$ cat config.mk
export PLATFORM = sky130hd
export DESIGN_NAME = touch_sample_filter_and_map_core
export DESIGN_NICKNAME = d
export VERILOG_FILES = /design/src/rtl/tsfm_pkg.sv /design/src/rtl/touch_sample_filter_and_map_core.sv
export SDC_FILE = /design/constraint.sdc
export NUM_CORES = 2
export LEC_CHECK = 0
export ABC_AREA = 1
export BUFFER_PORTS_ARGS = -buffer_cell sky130_fd_sc_hd__buf_2
export CELL_PAD_IN_SITES_DETAIL_PLACEMENT = 2
export CELL_PAD_IN_SITES_GLOBAL_PLACEMENT = 2
export CORE_MARGIN = 4
export CORE_UTILIZATION = 34
export DETAILED_ROUTE_END_ITERATION = 12
export GPL_TIMING_DRIVEN = 1
export PLACE_DENSITY_LB_ADDON = 0.2
export SYNTH_ARGS = -nofsm -noshare
export SYNTH_HDL_FRONTEND = slang
export SYNTH_SLANG_ARGS = --single-unit
export TNS_END_PERCENT = 5
$ cat constraint.sdc
create_clock -name clk -period 8.15 [get_ports clk]
set_input_delay 0.815 -clock clk [delete_from_list [all_inputs] [get_ports clk]]
set_output_delay 0.815 -clock clk [all_outputs]
set_load 0.03 [all_outputs]
$ cat src/rtl/tsfm_pkg.sv
// Shared constants for the touch sample filter and coordinate mapper.
`default_nettype none

package tsfm_pkg;

	localparam int SAMPLE_W   = 12;
	localparam int ADDR_W     = 5;
	localparam int REG_IDX_W  = ADDR_W - 2;
	localparam int DIV_BITS   = 4;

	localparam logic [REG_IDX_W-1:0] REG_X_OFFSET  = 3'd0;
	localparam logic [REG_IDX_W-1:0] REG_X_SPAN    = 3'd1;
	localparam logic [REG_IDX_W-1:0] REG_Y_OFFSET  = 3'd2;
	localparam logic [REG_IDX_W-1:0] REG_Y_SPAN    = 3'd3;
	localparam logic [REG_IDX_W-1:0] REG_SWAP_AXES = 3'd4;
	localparam logic [REG_IDX_W-1:0] REG_MIRROR_X  = 3'd5;
	localparam logic [REG_IDX_W-1:0] REG_MIRROR_Y  = 3'd6;

	localparam logic [SAMPLE_W-1:0] OFFSET_RST = 12'd300;
	localparam logic [SAMPLE_W-1:0] SPAN_RST   = 12'd3600;

endpackage

`default_nettype wire

$ cat src/rtl/touch_sample_filter_and_map_core.sv
// Touch sample filter and coordinate mapper: closest-pair filter, swap, offset, scale, divide, mirror.
// Pipeline: filter stage, swap and offset stage, scale stage, NSTG divider stages and the output
// register, where NSTG is the number of divider stages (quotient bits / 4, rounded up).
// Throughput: one request per cycle; busy stays low, the divider is fully pipelined
// at four quotient bits per stage. The receiver cannot stall, so nothing backs up.
// Reset: arst_n clears all valid bits and loads the calibration registers to defaults.
`default_nettype none

module touch_sample_filter_and_map_core #(
	parameter int SCREEN_WIDTH  = 480,
	parameter int SCREEN_HEIGHT = 320
) (
	input  logic                        clk,
	input  logic                        arst_n,
	input  logic                        start,
	output logic                        busy,
	input  logic [11:0]                 x_sample_a,
	input  logic [11:0]                 x_sample_b,
	input  logic [11:0]                 x_sample_c,
	input  logic [11:0]                 y_sample_a,
	input  logic [11:0]                 y_sample_b,
	input  logic [11:0]                 y_sample_c,
	output logic                        done,
	output logic [11:0]                 raw_x_filtered,
	output logic [11:0]                 raw_y_filtered,
	output logic [15:0]                 screen_x,
	output logic [15:0]                 screen_y,
	input  logic                        psel,
	input  logic                        penable,
	input  logic                        pwrite,
	input  logic [tsfm_pkg::ADDR_W-1:0] paddr,
	input  logic [31:0]                 pwdata,
	output logic [31:0]                 prdata,
	output logic                        pready
);

	import tsfm_pkg::*;

	localparam int SZ_MAX = (SCREEN_WIDTH > SCREEN_HEIGHT) ? SCREEN_WIDTH : SCREEN_HEIGHT;
	localparam int SZW    = $clog2(SZ_MAX + 1);
	localparam int QW     = SAMPLE_W + SZW;
	localparam int NSTG   = (QW + DIV_BITS - 1) / DIV_BITS;

	// calibration registers
	logic [11:0] x_offset_q, x_span_q, y_offset_q, y_span_q;
	logic        swap_axes_q, mirror_x_q, mirror_y_q;
	logic        wr_en;
	logic [REG_IDX_W-1:0] reg_idx;

	assign pready  = 1'b1;
	assign busy    = 1'b0;
	assign wr_en   = psel & penable & pwrite;
	assign reg_idx = paddr[ADDR_W-1:2];

	always_ff @(posedge clk or negedge arst_n) begin
		if (!arst_n) begin
			x_offset_q  <= OFFSET_RST;
			x_span_q    <= SPAN_RST;
			y_offset_q  <= OFFSET_RST;
			y_span_q    <= SPAN_RST;
			swap_axes_q <= 1'b1;
			mirror_x_q  <= 1'b1;
			mirror_y_q  <= 1'b0;
		end else if (wr_en) begin
			unique case (reg_idx)
				REG_X_OFFSET:  x_offset_q  <= pwdata[11:0];
				REG_X_SPAN:    x_span_q    <= pwdata[11:0];
				REG_Y_OFFSET:  y_offset_q  <= pwdata[11:0];
				REG_Y_SPAN:    y_span_q    <= pwdata[11:0];
				REG_SWAP_AXES: swap_axes_q <= pwdata[0];
				REG_MIRROR_X:  mirror_x_q  <= pwdata[0];
				REG_MIRROR_Y:  mirror_y_q  <= pwdata[0];
				default: ;
			endcase
		end
	end

	always_comb begin
		prdata = '0;
		unique case (reg_idx)
			REG_X_OFFSET:  prdata = {20'd0, x_offset_q};
			REG_X_SPAN:    prdata = {20'd0, x_span_q};
			REG_Y_OFFSET:  prdata = {20'd0, y_offset_q};
			REG_Y_SPAN:    prdata = {20'd0, y_span_q};
			REG_SWAP_AXES: prdata = {31'd0, swap_axes_q};
			REG_MIRROR_X:  prdata = {31'd0, mirror_x_q};
			REG_MIRROR_Y:  prdata = {31'd0, mirror_y_q};
			default:       prdata = '0;
		endcase
	end

	// zero span acts as one
	logic [11:0] divx, divy;
	assign divx = (x_span_q == 12'd0) ? 12'd1 : x_span_q;
	assign divy = (y_span_q == 12'd0) ? 12'd1 : y_span_q;

	function automatic logic [11:0] pick_pair(input logic [11:0] s0, input logic [11:0] s1,
			input logic [11:0] s2);
		logic [11:0] d01, d02, d12, u, v;
		logic [12:0] sum;
		d01 = (s0 > s1) ? s0 - s1 : s1 - s0;
		d02 = (s0 > s2) ? s0 - s2 : s2 - s0;
		d12 = (s1 > s2) ? s1 - s2 : s2 - s1;
		u = s0;
		v = s1;
		if (d01 > d02 || d01 > d12) begin
			if (d02 > d12) u = s2;
			else v = s2;
		end
		sum = {1'b0, u} + {1'b0, v};
		return sum[12:1];
	endfunction

	// stage 1: closest-pair filter
	logic        valid_s1;
	logic [11:0] fx_s1, fy_s1;

	// stage 2: swap, offset, magnitude
	logic        valid_s2;
	logic [11:0] fx_s2, fy_s2, magx_s2, magy_s2;
	logic        negx_s2, negy_s2;
	logic [11:0] hx, hy;
	logic [12:0] dx, dy, ndx, ndy;

	assign hx  = swap_axes_q ? fy_s1 : fx_s1;
	assign hy  = swap_axes_q ? fx_s1 : fy_s1;
	assign dx  = {1'b0, hx} - {1'b0, x_offset_q};
	assign dy  = {1'b0, hy} - {1'b0, y_offset_q};
	assign ndx = -dx;
	assign ndy = -dy;

	// stage 3: scale by screen size
	logic          valid_s3;
	logic [11:0]   fx_s3, fy_s3;
	logic          negx_s3, negy_s3;
	logic [QW-1:0] prodx_s3, prody_s3;

	always_ff @(posedge clk or negedge arst_n) begin
		if (!arst_n) begin
			valid_s1 <= 1'b0;
			valid_s2 <= 1'b0;
			valid_s3 <= 1'b0;
		end else begin
			valid_s1 <= start;
			valid_s2 <= valid_s1;
			valid_s3 <= valid_s2;
		end
	end

	always_ff @(posedge clk) begin
		fx_s1    <= pick_pair(x_sample_a, x_sample_b, x_sample_c);
		fy_s1    <= pick_pair(y_sample_a, y_sample_b, y_sample_c);
		fx_s2    <= fx_s1;
		fy_s2    <= fy_s1;
		negx_s2  <= dx[12];
		negy_s2  <= dy[12];
		magx_s2  <= dx[12] ? ndx[11:0] : dx[11:0];
		magy_s2  <= dy[12] ? ndy[11:0] : dy[11:0];
		fx_s3    <= fx_s2;
		fy_s3    <= fy_s2;
		negx_s3  <= negx_s2;
		negy_s3  <= negy_s2;
		prodx_s3 <= QW'(magx_s2) * QW'(SCREEN_WIDTH);
		prody_s3 <= QW'(magy_s2) * QW'(SCREEN_HEIGHT);
	end

	// divider stages: numerator shifts out at the top, quotient shifts in at the bottom
	logic          valid_s4 [1:NSTG];
	logic [11:0]   fx_s4    [1:NSTG];
	logic [11:0]   fy_s4    [1:NSTG];
	logic          negx_s4  [1:NSTG];
	logic          negy_s4  [1:NSTG];
	logic [QW-1:0] nqx_s4   [1:NSTG];
	logic [QW-1:0] nqy_s4   [1:NSTG];
	logic [11:0]   remx_s4  [1:NSTG];
	logic [11:0]   remy_s4  [1:NSTG];

	for (genvar k = 0; k < NSTG; k++) begin : g_div
		logic          vld_in, negx_in, negy_in;
		logic [11:0]   fx_in, fy_in, remx_in, remy_in, rx, ry;
		logic [QW-1:0] nqx_in, nqy_in, nx, ny;
		logic [12:0]   tx, ty;

		if (k == 0) begin : g_first
			assign vld_in  = valid_s3;
			assign fx_in   = fx_s3;
			assign fy_in   = fy_s3;
			assign negx_in = negx_s3;
			assign negy_in = negy_s3;
			assign nqx_in  = prodx_s3;
			assign nqy_in  = prody_s3;
			assign remx_in = '0;
			assign remy_in = '0;
		end else begin : g_next
			assign vld_in  = valid_s4[k];
			assign fx_in   = fx_s4[k];
			assign fy_in   = fy_s4[k];
			assign negx_in = negx_s4[k];
			assign negy_in = negy_s4[k];
			assign nqx_in  = nqx_s4[k];
			assign nqy_in  = nqy_s4[k];
			assign remx_in = remx_s4[k];
			assign remy_in = remy_s4[k];
		end

		always_comb begin
			nx = nqx_in;
			ny = nqy_in;
			rx = remx_in;
			ry = remy_in;
			tx = '0;
			ty = '0;
			for (int j = 0; j < DIV_BITS; j++) begin
				if (k * DIV_BITS + j < QW) begin
					tx = {rx, nx[QW-1]};
					ty = {ry, ny[QW-1]};
					nx = {nx[QW-2:0], 1'b0};
					ny = {ny[QW-2:0], 1'b0};
					if (tx >= {1'b0, divx}) begin
						tx    = tx - {1'b0, divx};
						nx[0] = 1'b1;
					end
					if (ty >= {1'b0, divy}) begin
						ty    = ty - {1'b0, divy};
						ny[0] = 1'b1;
					end
					rx = tx[11:0];
					ry = ty[11:0];
				end
			end
		end

		always_ff @(posedge clk or negedge arst_n) begin
			if (!arst_n) valid_s4[k+1] <= 1'b0;
			else valid_s4[k+1] <= vld_in;
		end

		always_ff @(posedge clk) begin
			fx_s4[k+1]   <= fx_in;
			fy_s4[k+1]   <= fy_in;
			negx_s4[k+1] <= negx_in;
			negy_s4[k+1] <= negy_in;
			nqx_s4[k+1]  <= nx;
			nqy_s4[k+1]  <= ny;
			remx_s4[k+1] <= rx;
			remy_s4[k+1] <= ry;
		end
	end

	// output stage: sign, wrap, mirror
	logic [31:0] qx_ext, qy_ext, sqx, sqy;
	logic [15:0] rx16, ry16;
	logic        done_q;
	logic [11:0] raw_x_q, raw_y_q;
	logic [15:0] screen_x_q, screen_y_q;

	assign qx_ext = 32'(nqx_s4[NSTG]);
	assign qy_ext = 32'(nqy_s4[NSTG]);
	assign sqx    = negx_s4[NSTG] ? -qx_ext : qx_ext;
	assign sqy    = negy_s4[NSTG] ? -qy_ext : qy_ext;
	assign rx16   = sqx[15:0];
	assign ry16   = sqy[15:0];

	always_ff @(posedge clk or negedge arst_n) begin
		if (!arst_n) done_q <= 1'b0;
		else done_q <= valid_s4[NSTG];
	end

	always_ff @(posedge clk) begin
		raw_x_q    <= fx_s4[NSTG];
		raw_y_q    <= fy_s4[NSTG];
		screen_x_q <= mirror_x_q ? 16'(SCREEN_WIDTH) - rx16 : rx16;
		screen_y_q <= mirror_y_q ? 16'(SCREEN_HEIGHT) - ry16 : ry16;
	end

	assign done           = done_q;
	assign raw_x_filtered = raw_x_q;
	assign raw_y_filtered = raw_y_q;
	assign screen_x       = screen_x_q;
	assign screen_y       = screen_y_q;

endmodule

`default_nettype wire

Word level (Yosys, flattened, before mapping)
Memories as Yosys holds them, arrays and structs flattened. A register that Yosys moved wholly into a read port is not among the register bits.
Index checks and enable logic that the tools add are counted.
{"block": "classes", "addsub": 64, "n_mul": 2, "n_div": 0, "order_cmp": 54, "eq_ne": 6, "shift": 0, "n_mux": 109, "n_bitwise": 2, "reduce_logical": 12}
{"op": "$mux W12", "count": 62}
{"op": "$sub A12 B12 Y12", "count": 52}
{"op": "$ge A13 B12 Y1", "count": 40}
{"op": "$gt A12 B12 Y1", "count": 12}
{"op": "$pmux W12 S7", "count": 1}
{"op": "$mux W16", "count": 4}
{"op": "$mux W1", "count": 42}
{"op": "$neg A16 Y16", "count": 2}
{"op": "$sub A9 B16 Y16 const A", "count": 2}
{"op": "$add A12 B12 Y13", "count": 2}
{"op": "$sub A12 B12 Y13", "count": 2}
{"op": "$ge A1 B12 Y1", "count": 2}
{"op": "$logic_not A12 Y1", "count": 2}
{"op": "$neg A12 Y12", "count": 2}
{"op": "$sub A1 B12 Y12", "count": 2}
{"op": "$mul A12 B4 Y16 const B", "count": 1}
{"op": "$mul A12 B3 Y15 const B", "count": 1}
{"op": "$reduce_and A2 Y1", "count": 7}
{"op": "$eq A3 B3 Y1 const B", "count": 3}
{"op": "$eq A3 B2 Y1 const B", "count": 2}
{"op": "$eq A3 B1 Y1 const B", "count": 1}
{"op": "$logic_not A3 Y1", "count": 1}
{"op": "$and A1 B1 Y1", "count": 2}
{"op": "$logic_or A1 B1 Y1", "count": 2}
{"block": "totals", "register_bits": 224, "latchBits": 0, "mem_bits_rw": 552, "romBits": 0, "n_memories": 8}
{"name": "nqx_s4", "words": 6, "word_bits": 21, "rd": 6, "rd_ports_with_merged_regs": 0, "write_ports": 6, "line": "touch_sample_filter_and_map_core.sv:173", "text": "logic [QW-1:0] nqx_s4 [1:NSTG];"}
{"name": "nqy_s4", "words": 6, "word_bits": 21, "rd": 6, "rd_ports_with_merged_regs": 0, "write_ports": 6, "line": "touch_sample_filter_and_map_core.sv:174", "text": "logic [QW-1:0] nqy_s4 [1:NSTG];"}
{"name": "fx_s4", "words": 6, "word_bits": 12, "rd": 6, "rd_ports_with_merged_regs": 1, "write_ports": 6, "line": "touch_sample_filter_and_map_core.sv:169", "text": "logic [11:0] fx_s4 [1:NSTG];"}
{"name": "fy_s4", "words": 6, "word_bits": 12, "rd": 6, "rd_ports_with_merged_regs": 1, "write_ports": 6, "line": "touch_sample_filter_and_map_core.sv:170", "text": "logic [11:0] fy_s4 [1:NSTG];"}
{"name": "remx_s4", "words": 6, "word_bits": 12, "rd": 5, "rd_ports_with_merged_regs": 0, "write_ports": 6, "line": "touch_sample_filter_and_map_core.sv:175", "text": "logic [11:0] remx_s4 [1:NSTG];"}
{"name": "remy_s4", "words": 6, "word_bits": 12, "rd": 5, "rd_ports_with_merged_regs": 0, "write_ports": 6, "line": "touch_sample_filter_and_map_core.sv:176", "text": "logic [11:0] remy_s4 [1:NSTG];"}
{"name": "+2 memories"}

Longest topological paths before layout
{"block": "logic_depth", "word_depth": 10, "mapped_depth": 58, "mapped_depth_nobuf": 53}

Worst setup path before layout
Ideal clock, no wire load.
{"block": "synth_timing", "path_kind": "register -> register", "start": "reg y_span_q[8]", "end": "reg, netlist name remy_s4[0][13]", "setup_time_ps": 59, "arrival_time_ps": 7627, "required_ps": 8091, "path_slack_ps": 465, "path_stages_with_launch": 55, "synth_period_minus_slack_ps": 7685, "cell_sequence": "dfrtp_1 -> inv_1 -> nand3_1 -> inv_2 -> nand2_2 -> nand2_2 -> buf_4 -> ha_1 -> inv_1 -> ha_1 -> a21oi_1 -> nor2_1 -> nand3_1 -> clkbuf_1 -> nor2_1 -> ha_1 -> inv_1 -> o21bai_1 -> (+19 left out) -> buf_4 -> nand2_1 -> o21ai_1 -> ha_1 -> a21oi_1 -> nand2_1 -> a21oi_1 -> o21bai_1 -> a21oi_1 -> o21ai_0 -> nand2_1 -> nand2_1 -> nand2_1 -> nand2_1 -> nand2_1 -> buf_1 -> nand3_1 -> nand2_1"}
{"item": "start, declared", "line": "touch_sample_filter_and_map_core.sv:45", "text": "logic [11:0] x_offset_q, x_span_q, y_offset_q, y_span_q;"}
{"item": "start signal, assigned", "line": "touch_sample_filter_and_map_core.sv:69", "text": "REG_Y_SPAN: y_span_q <= pwdata[11:0];"}

==> reports/metrics.csv <==
metric,value,unit
status,"complete, no violations",
DRC viols,0,
"slowest stage delay, CP",0.60,ns
DR vias/cell,5.23,
Hold Crit Class,in2reg,
worst path bufs/invs,9,
Routed WL per cell,21.4,um
post-layout net count,9155,
Max-cap violations,0,
CP Capture Type,flip-flop,
TritonRoute pass-1 iters,5,
# port buffers,161,
Final period util,96.8,%
Clock Tree Root,clkbuf_16,
die area,170000,um^2
Max Clock Freq,0.127,GHz
Layout fillers,19200,
"Req. time, crit path",8.73,ns
CTS tree,done,
global-route wire length before repair,341000,um
Synth area leader,dfxtp_1,
vias in the first global route,59600,
crit-path leading delay family,simple AND/OR/NAND/NOR gates,
crit path time final,7.89,ns
startpoint type of the worst setup path,flip-flop,
RSZ-0062 raised after global routing,true,
#FFs+latches synth,673,
clock skew,0.0457,ns
Post-synth EDFFs,0,
TritonCTS Buffers,83,
Post-DP HPWL,178000,um
Top Ports,206,
worst-skew pair later-pin latency,0.72,ns
final setup vio count,0,
P&R area growth vs syn,18.2,%
Post-synth top flop,dfxtp_1,
clock-pin slew on the worst setup and hold paths,0.06,ns
Crit-path slowest cell,dfstp_2,
Crit Path Max Fanout,17,
mean cell area of the mapped netlist,7.17,um^2
detailed-route via count,54600,
WL met3,7390,um
maximum clock insertion buffer count,3,
Die Width,412,um
all-layer global routing usage,25.3,%
Post-synth ARST share,9.06,%
Yosys cell types,76,
CTS H-tree lvls,3,
layout cell share with drive strength beyond 1,13.2,%
Yosys top cell area share,22.0,%
DRT met1 WL,102000,um
dominant cells by area after synthesis,"dfxtp_1 (22%), ha_1 (17%), nand2_1 (13%)",
post-synthesis sequential area ratio,24.8,%
number of synthesis warnings,0,
met2 wire len,109000,um
num rows,148,
initial drt markers,2528,
Worst Setup Path Type,reg2reg,
Final Max Tran Viols,0,
Die Ht,412,um
Initial Utilization,34.2,%
clk sink count,673,
synthesized area,55600,um^2
final RePlAce weighted congestion,0.900,
Slew @ Worst Pin,0.984,ns
Worst Path Arrival,8.47,ns
final hold violation count,0,
largest net degree at the start of global routing,62,
CP most frequent cell,nand2_1,
initial antenna violation count,13,
highest metal used,met4,
slew margin rel.,34.4,%
Overflow after GRT,0,
synthesized netlist cell count,7758,
ANT nets after route,0,
CORE AREA,163000,um^2
Final TNS setup,0,ns
DRT Wirelength,224000,um
state kept, by name (all words and copies together), names as in the netlist, 60 cells and up:
| name | flops |
|---|---|
| fx_s4 | 72 |
| fy_s4 | 72 |
| nqx_s4 | 76 |
| nqy_s4 | 73 |
| remx_s4 | 60 |
| remy_s4 | 60 |
cells by family after synthesis:
logic type / synth area share [%]
DFF: 24.8
and+or+nand+nor: 23.3
buffers and inverters: 8.18
other: 0.0135
AOI/OAI and AO/OA: 15.3
xor gates and xnor gates: 8.33
muxes: 0.108
adders and majority gates: 19.9
placed cells by master (no fill, tap or decap), types with 37 or more instances in the layout:
master | synthesis | final
fa_1 | 70 | 68
ha_1 | 773 | 718
dfrtp_1 | 43 | 39
o21ai_0 | 524 | 430
buf_4 | 46 | 274
inv_1 | 945 | 929
xnor2_1 | 165 | 164
clkbuf_16 | 0 | 84
a21oi_1 | 631 | 564
nor3_1 | 80 | 67
a21oi_2 | 16 | 80
o21ai_2 | 14 | 49
nand4_1 | 101 | 101
dfxtp_1 | 612 | 612
o21ai_1 | 40 | 98
xor2_1 | 364 | 364
a21o_1 | 41 | 41
o21bai_1 | 39 | 37
buf_2 | 37 | 160
nand3_1 | 385 | 378
nand2_1 | 1879 | 1855
nor2_1 | 438 | 419
metrics by stage:
step / cells / hold WS, ns / util (%) / setup WS [ns] / cell area, um^2
final: 10400 / 0.207 / 40.4 / 0.261 / 65700
after global routing: 10400 / 0.170 / 40.4 / -0.260 / 65700
after CTS: 10400 / 0.154 / 39.2 / -0.0835 / 63800
after detailed placement: 10200 / 0.314 / 37.2 / -0.629 / 60400
after global placement: 10200 / 0.310 / 37.2 / -0.239 / 60400
after floorplan: 7778 / 0.310 / - / 0.465 / 55700
final timing paths:
path	start	endpoint	slack [ns]	cells after the start
max	x_span_q[4]	remx_s4[0][58]	0.26	46
min	start	valid_s1	0.21	1
max reg2reg	x_span_q[4]	remx_s4[0][58]	0.26	46
min reg2reg	fy_s4[1][10]	fy_s4[2][10]	0.32	0
max in group asynchronous	arst_n	y_span_q[5]	7.27	1
min in group asynchronous	arst_n	y_offset_q[9]	0.22	1
cells in the mapped netlist, types with 9 or more instances:
| cell | instances |
|---|---|
| inv_1 | 945 |
| o211ai_1 | 24 |
| nand3_1 | 385 |
| xor2_1 | 364 |
| a21oi_1 | 631 |
| o221ai_1 | 14 |
| a211oi_1 | 22 |
| nand2_2 | 19 |
| nor4_1 | 13 |
| o21a_1 | 28 |
| fa_1 | 70 |
| nand4_1 | 101 |
| o21ai_2 | 14 |
| dfxtp_1 | 612 |
| o2111ai_1 | 18 |
| o31ai_1 | 9 |
| a31oi_1 | 36 |
| dfrtp_1 | 43 |
| o21ai_1 | 40 |
| ha_1 | 773 |
| inv_2 | 23 |
| a21o_1 | 41 |
| nor3_1 | 80 |
| o22ai_1 | 11 |
| a21boi_0 | 12 |
| buf_4 | 46 |
| nand2_1 | 1879 |
| clkbuf_1 | 56 |
| nor2_2 | 15 |
| o21bai_1 | 39 |
| nand3_2 | 21 |
| nand3b_1 | 27 |
| or2_2 | 35 |
| a21oi_2 | 16 |
| a221oi_1 | 11 |
| buf_6 | 10 |
| xnor2_1 | 165 |
| dfstp_2 | 18 |
| buf_2 | 37 |
| o21ai_0 | 524 |
| nor2_1 | 438 |
repair_timing:
action,CTS,global route
setup endpoints to repair,127,128
gates cloned,1,10
pin swaps,0,67
hold buffers,0,0
resized for setup,98,360
setup buffers,8,57
layer usage:
layer	vias up	track usage, %
met5	-	0
met2	783	44.8
met3	238	2.66
met1	27100	32.9
li1	26600	-
met4	0	5.76
layout make-up:
type | instances | area [um^2] | area share (%)
inverters | 975 | 3720 | 5.66
repair buffers | 477 | 3570 | 5.43
flip-flops and latches | 673 | 13800 | 21.0
repair inverters | 2 | 12.5 | 0.0190
clock buffers | 107 | 2290 | 3.48
well taps | 2175 | 2720 | 4.14
diodes | 4 | 10.0 | 0.0152
clock inverters | 47 | 667 | 1.01
multi-input cells | 5985 | 38900 | 59.2
Power is not shown: default switching activity piles up to over one toggle a cycle in this logic, so the estimate is an artifact.
